--- config.mk ---
export PLATFORM = sky130hd
export DESIGN_NAME = ufl_front_flat
export DESIGN_NICKNAME = d
export VERILOG_FILES = /design/src/sv/ufl_pkg.sv /design/src/sv/ufl_if.sv /design/src/sv/ufl_front.sv /design/src/flat_wrapper.sv
export SDC_FILE = /design/constraint.sdc
export NUM_CORES = 1
export LEC_CHECK = 0
export BUFFER_PORTS_ARGS = -buffer_cell sky130_fd_sc_hd__buf_2
export CAP_MARGIN = 25
export CORE_MARGIN = 1.5
export CORE_UTILIZATION = 55
export CTS_CLUSTER_DIAMETER = 120
export DETAILED_ROUTE_END_ITERATION = 12
export PLACE_DENSITY = 0.82
export SETUP_SLACK_MARGIN = 0.3
export SLEW_MARGIN = 20
export SYNTH_ARGS = -nofsm -noshare
export SYNTH_HDL_FRONTEND = slang
export SYNTH_SLANG_ARGS = --single-unit
--- constraint.sdc ---
create_clock -name clk -period 6.3 [get_ports clk]
set_input_delay 1.26 -clock clk [delete_from_list [all_inputs] [get_ports clk]]
set_output_delay 1.26 -clock clk [all_outputs]
set_load 0.005 [all_outputs]
--- src/sv/ufl_pkg.sv ---
package ufl_pkg;

  // Default strip capacity and the depth of the tick queue
  localparam int MAX_LEDS_DEF = 256;
  localparam int QUEUE_DEPTH  = 4;

  // Configuration port geometry
  localparam int CFG_INDEX_W = 3;
  localparam int CFG_DATA_W  = 16;

  // Register indexes
  localparam logic [CFG_INDEX_W-1:0] CFG_LED_COUNT    = 3'd0;
  localparam logic [CFG_INDEX_W-1:0] CFG_ZERO_HIGH    = 3'd1;
  localparam logic [CFG_INDEX_W-1:0] CFG_ONE_HIGH     = 3'd2;
  localparam logic [CFG_INDEX_W-1:0] CFG_BIT_PERIOD   = 3'd3;
  localparam logic [CFG_INDEX_W-1:0] CFG_IDLE_TIMEOUT = 3'd4;

  // Register reset values
  localparam logic [8:0]  LED_COUNT_RST    = 9'd150;
  localparam logic [7:0]  ZERO_HIGH_RST    = 8'd3;
  localparam logic [7:0]  ONE_HIGH_RST     = 8'd5;
  localparam logic [7:0]  BIT_PERIOD_RST   = 8'd12;
  localparam logic [15:0] IDLE_TIMEOUT_RST = 16'd8192;

  typedef struct packed {
    logic [8:0]  led_count;
    logic [7:0]  zero_high_ticks;
    logic [7:0]  one_high_ticks;
    logic [7:0]  bit_period_ticks;
    logic [15:0] idle_timeout_ticks;
  } ufl_cfg_t;

  // One classified tick as it travels from the front to the back
  typedef struct packed {
    logic       is_byte;
    logic [7:0] data;
  } ufl_item_t;

endpackage

--- src/sv/ufl_if.sv ---
interface ufl_rx_if;
  logic       valid;
  logic       ready;
  logic       rx_valid;
  logic [7:0] rx_byte;

  modport source(output valid, output rx_valid, output rx_byte, input ready);
  modport sink(input valid, input rx_valid, input rx_byte, output ready);
endinterface


--- src/sv/ufl_front.sv ---
module ufl_front (
  input  logic              clk,
  input  logic              rst,
  ufl_rx_if.sink            rx,
  output logic              q_valid,
  input  logic              q_ready,
  output ufl_pkg::ufl_item_t q_item
);

  localparam int PTR_W = $clog2(ufl_pkg::QUEUE_DEPTH);
  localparam int CNT_W = $clog2(ufl_pkg::QUEUE_DEPTH + 1);

  ufl_pkg::ufl_item_t entries [ufl_pkg::QUEUE_DEPTH];
  logic [PTR_W-1:0] wr_ptr;
  logic [PTR_W-1:0] rd_ptr;
  logic [CNT_W-1:0] count;
  logic             push;
  logic             pop;
  ufl_pkg::ufl_item_t item_in;

  assign rx.ready = (count != CNT_W'(ufl_pkg::QUEUE_DEPTH));
  assign push     = rx.valid && rx.ready;
  assign q_valid  = (count != '0);
  assign pop      = q_valid && q_ready;
  assign q_item   = entries[rd_ptr];

  // Classify: a tick either carries a byte or only advances time
  always_comb begin
    item_in.is_byte = rx.rx_valid;
    item_in.data    = rx.rx_byte;
  end

  always_ff @(posedge clk) begin
    if (push) begin
      entries[wr_ptr] <= item_in;
    end
  end

  always_ff @(posedge clk) begin
    if (rst) begin
      wr_ptr <= '0;
      rd_ptr <= '0;
      count  <= '0;
    end else begin
      if (push) begin
        wr_ptr <= wr_ptr + PTR_W'(1);
      end
      if (pop) begin
        rd_ptr <= rd_ptr + PTR_W'(1);
      end
      if (push && !pop) begin
        count <= count + CNT_W'(1);
      end else if (pop && !push) begin
        count <= count - CNT_W'(1);
      end
    end
  end

endmodule

--- src/flat_wrapper.sv ---
// flat-port wrapper written by rule: the top's interface ports become plain ports
module ufl_front_flat 
  (clk, rst, q_valid, q_ready, q_item, rx_valid, rx_rx_valid, rx_rx_byte, rx_ready);
  ufl_rx_if rx_i ();
  input  logic clk;
  input  logic rst;
  output logic q_valid;
  input  logic q_ready;
  output ufl_pkg::ufl_item_t q_item;
  input wire logic [$bits(rx_i.valid)-1:0] rx_valid;
  input wire logic [$bits(rx_i.rx_valid)-1:0] rx_rx_valid;
  input wire logic [$bits(rx_i.rx_byte)-1:0] rx_rx_byte;
  output wire logic [$bits(rx_i.ready)-1:0] rx_ready;
  assign rx_i.valid = rx_valid;
  assign rx_i.rx_valid = rx_rx_valid;
  assign rx_i.rx_byte = rx_rx_byte;
  assign rx_ready = rx_i.ready;
  ufl_front u_core (.clk(clk), .rst(rst), .rx(rx_i), .q_valid(q_valid), .q_ready(q_ready), .q_item(q_item));
endmodule
Word level (Yosys, flattened, before mapping) --
Memory sizes are Yosys's and may differ from the RTL's. A register that Yosys moved wholly into a read port is not among the register bits. Cells that the tools add are included.
Word-level totals: memory bits (read-only) 0, flip-flop bits (word level) 7, memory bits (writable) 36, word-level logic and storage cells 23, bits in latches 0, memories 1
Memory list:
- u_core.entries | words 4, width 9, read ports 1, clocked after memory_dff 1, wr ports 1, line ufl_front.sv:13 | ufl_pkg::ufl_item_t entries [ufl_pkg::QUEUE_DEPTH];
Cells by class: equality and inequality tests 1, $lt $le $gt $ge 0, bitwise logic cells 0, multiply operators 0, div/mod/pow operators 0, reductions and logical operators 8, muxes and demuxes 6, shift-type cells 0, $add $sub $neg 4
Operator list (number):
- two-way mux 3 bit | 2
- adder 2 x 1 -> 2 bit (second input constant) | 2
- logical AND 1 bit | 4
- two-way mux 2 bit | 2
- adder 3 x 1 -> 3 bit (second input constant) | 1
- != test 3 bit (second input constant) | 1
- nonzero test 3 bit | 1
- subtractor 3 x 1 -> 3 bit (second input constant) | 1
- logical NOT 1 bit | 2
- two-way mux 1 bit | 2
- nonzero test 2 bit | 1

Depth between registers and ports, before layout --
word-level depth 6, depth in mapped cells 8, mapped depth without buffers 8

Worst setup path before layout --
OpenSTA, ideal clock, no wires.
path type in2reg, start input port rx_valid, end register u_core.count[2], stages on the path 7, required time 6230 ps, data arrival time 2648 ps, slack 3581 ps, buffers on the path 0, library setup time 70 ps, path through a21boi_4 ha_1 inv_1 fa_1 xor2_1 or3_1 a21oi_1
On the way: cells in the longest elaborated chain, start to end 4, elaborated cells between the ends (all ways) 6
Ends and longest elaborated chain:
- from (decl) | line flat_wrapper.sv:10 | input wire logic [$bits(rx_i.valid)-1:0] rx_valid;
- logical AND 1 bit * | line ufl_front.sv:22 | assign push = rx.valid && rx.ready;
- logical NOT 1 bit | line ufl_front.sv:53 | end else if (pop && !push) begin
- logical AND 1 bit | line ufl_front.sv:53
- nonzero test 2 bit (no line)
- to (signal assigned) | line ufl_front.sv:52 | count <= count + CNT_W'(1);
- to (signal assigned) | line ufl_front.sv:54 | count <= count - CNT_W'(1);
- to (decl) | line ufl_front.sv:16 | logic [CNT_W-1:0] count;
Mark *: on every way between the ends. The rest lies on a longest branch, timed or not. A chain may end at the register's enable or synchronous reset.

==> results.md <==
* Gates resized, CTS repair at 0
* Clock buffer depth at 2
* Crit path max-delay cell type: dfxtp_1
* Die width at 59.80 µm
* Unrepaired setup endpoints after global routing: false
* Hold_buf cts at 0
* Die area at 0.003575 mm²
* P per Cell Area at 364.4 mW/mm²
* Via Count at 880
* Crit path DAT at 1.83 ns
* GRT Total Usage at 0.1813
* Cells after synthesis at 95
* Reg-to-Reg Start: u_core.count[0]
* #FFs+latches synth at 45
* Synth area leaders: edfxtp_1 (61%), mux4_2 (11%), dfxtp_1 (10%)
* Mean Syn Cell Area at 18.68 µm²
* Worst Hold End: u_core.wr_ptr[1]
* DP HPWL at 1930 µm
* Via density at 5.269
* Port Buffers at 23
* Worst path cell trace: mux4_2, buf_2
* Crit-path max cell delay at 0.75 ns
* Post-route setup TNS at 0 ns
* Top-area cell type share of the netlist area at 0.6093
* Hold Crit Start: u_core.wr_ptr[1]
* CTS root buffer: clkbuf_4
* Synth area leader: edfxtp_1
* Share of the yosys chip area belonging to registers at 0.7109
* Critical Path RT at 5.04 ns
* Drc violations at 0
* Wire per inst at 16.43 µm
* CP Class: flip-flop to output pin
* Setup Viol. Count Final at 0
* Share of cells above drive strength 1 at 0.3577
* CP bufs+invs at 1
* Setup WS pre-CTS at 3.361 ns
* Number of core rows at 20
* Fin crit period at 3.087 ns
* Post-CTS Setup Inserts at 0
* Worst hold slack at 0.5398 ns
* CTS Buf Count at 5
* Hold Path Class: flip-flop to flip-flop
* Worst R2R Path Depth at 8
* Slew margin rel. at 0.5836
* Post-route core utilization at 0.6525
* Final slew viol count at 0
* Setup Skew at 0.01264 ns
* Detailed Routing Iterations Pass 1 at 4
* Post-DRT Antenna Nets at 0
* Mapped Nets at 114
* Initial antenna violation count at 0
* # IOs at 24
* Initial Utilization at 0.5811
* TritonCTS clock tree: yes
* Synth cell types at 23
* Worst skew pair latency at 0.35 ns
* Iteration-0 DRC count of the detailed router at 27
* Mapped cell area at 0.001774 mm²
* Commonest non-fill, non-tap cell in the layout: edfxtp_1
* Fin crit share at 0.4901
* P_leak at 0.0007056 µW
* Final Hold Fails at 0
* # clock sinks at 45
* Final Net Count at 141
* Die Y at 59.80 µm
* Hold Crit Depth at 2
* FMAX at 0.3239 GHz
* YS warnings at 0
* Worst setup SP type: flip-flop
* Vias in the first global route at 916
* Worst Max-Slew Pin Slew at 0.6237 ns
* Status: complete, no violations
* Top delay family on crit path: flip-flops
* Worst R2R Setup Slack at 4.09 ns
* Largest net degree at the start of global routing at 16
* Critical Path Fanout Max at 9
* Worst IR drop on VDD at 147.3 µV
* Placed cell area at 0.001932 mm²
* Diode count at 0
* Routed Wire Length at 2744 µm
* Area grow syn2layout at 12.27%
* Final instance area at 0.001992 mm²
* Clock slew at reported path FFs at 0.14 ns
* Worst R2R End: u_core.count[2]
* Final worst slack at 3.213 ns
* CTS H-tree lvls at 2
* Gp weighted congestion at 0.7004
* Core area at 0.003053 mm²
* MaxCap Viol Count at 0
* Most frequent cells in the layout: edfxtp_1 (36), buf_2 (23), mux4_2 (9), dfxtp_1 (9), nor2_1 (7)
* First-pass GRT wire length at 4367 µm
* Grt total ovfl at 0
* CP endpoint kind: output pin
-- worst max-delay path by stage --
stage | start | endpoint | slack, ns | cells past startpoint
global placement | rx_valid | u_core.count[2] | 3.47 | 8
detailed placement | rx_valid | u_core.count[2] | 3.36 | 8
CTS | flip-flop | q_item[0] | 3.16 | 2
global route | flip-flop | q_item[0] | 3.05 | 2
finish | flip-flop | q_item[0] | 3.21 | 2
floorplan | rx_valid | u_core.count[2] | 3.58 | 7
-- metal layers --
metal,part of all wire,GRT usage
met5,0,0
met4,0.0062,0.06667
met3,0.039,0.06061
met2,0.56,0.3152
met1,0.40,0.2069
-- power breakdown --
group | leakage, µW | switching, µW | internal [µW]
logic | 0.000278 | 76.8 | 103
clock network | 0.0000234 | 93.5 | 43.2
registers | 0.000404 | 45.1 | 364
total | 0.000706 | 215 | 510
-- layout make-up --
class / count / area (µm²)
Timing Repair Buffer: 23 / 115.1
Multi-Input combinational cell: 44 / 489.2
Sequential cell: 45 / 1261
Tap cell: 44 / 55.05
Clock buffer: 5 / 37.54
Inverter: 3 / 11.26
Fill cell: 222 / 1061
Clock inverter: 3 / 22.52
-- metrics by stage --
stage	cells	total power, µW
finish	167	725.8
global route	167	772.1
CTS	167	733.9
detailed placement	159	600.7
global placement	159	586.7
floorplan	95	532.9
-- worst min-delay path, stage by stage (launching register included) --
cell	delay, ns
dfxtp_1	0.37
nand2b_1	0.08
mux2i_1	0.06
-- state kept, by name, indices dropped and copies added (netlist names), named ones only --
register        flops
u_core.wr_ptr       2
u_core.rd_ptr       2
u_core.entries     36
u_core.count        3
-- logic make-up (layout without fill, tap and decap cells) --
kind of cell,count (synthesis),after routing,synth area share
flip-flops,45,45,0.7109
AND/OR/NAND/NOR,17,17,0.04937
multiplexers,12,12,0.1319
adder cells (fa/ha/maj),6,6,0.04654
buffers and inverters,6,34,0.01340
AO/OA/AOI/OAI,5,5,0.02820
XOR/XNOR,4,4,0.01974
-- cells in the mapped netlist --
library cell	instances
edfxtp_1	36
dfxtp_1	9
mux4_2	9
nor2_1	7
ha_1	5
and2_1	4
xor2_1	4
inv_1	3
clkbuf_1	2
mux2i_1	2
nand2b_1	2
a21boi_4	1
a21oi_1	1
buf_2	1
fa_1	1
mux2_1	1
nand2_1	1
nor2_2	1
o21ai_0	1
o311ai_1	1
o31ai_2	1
or3_1	1
or3_2	1
No activity file was read; power rests on OpenSTA's default activity.
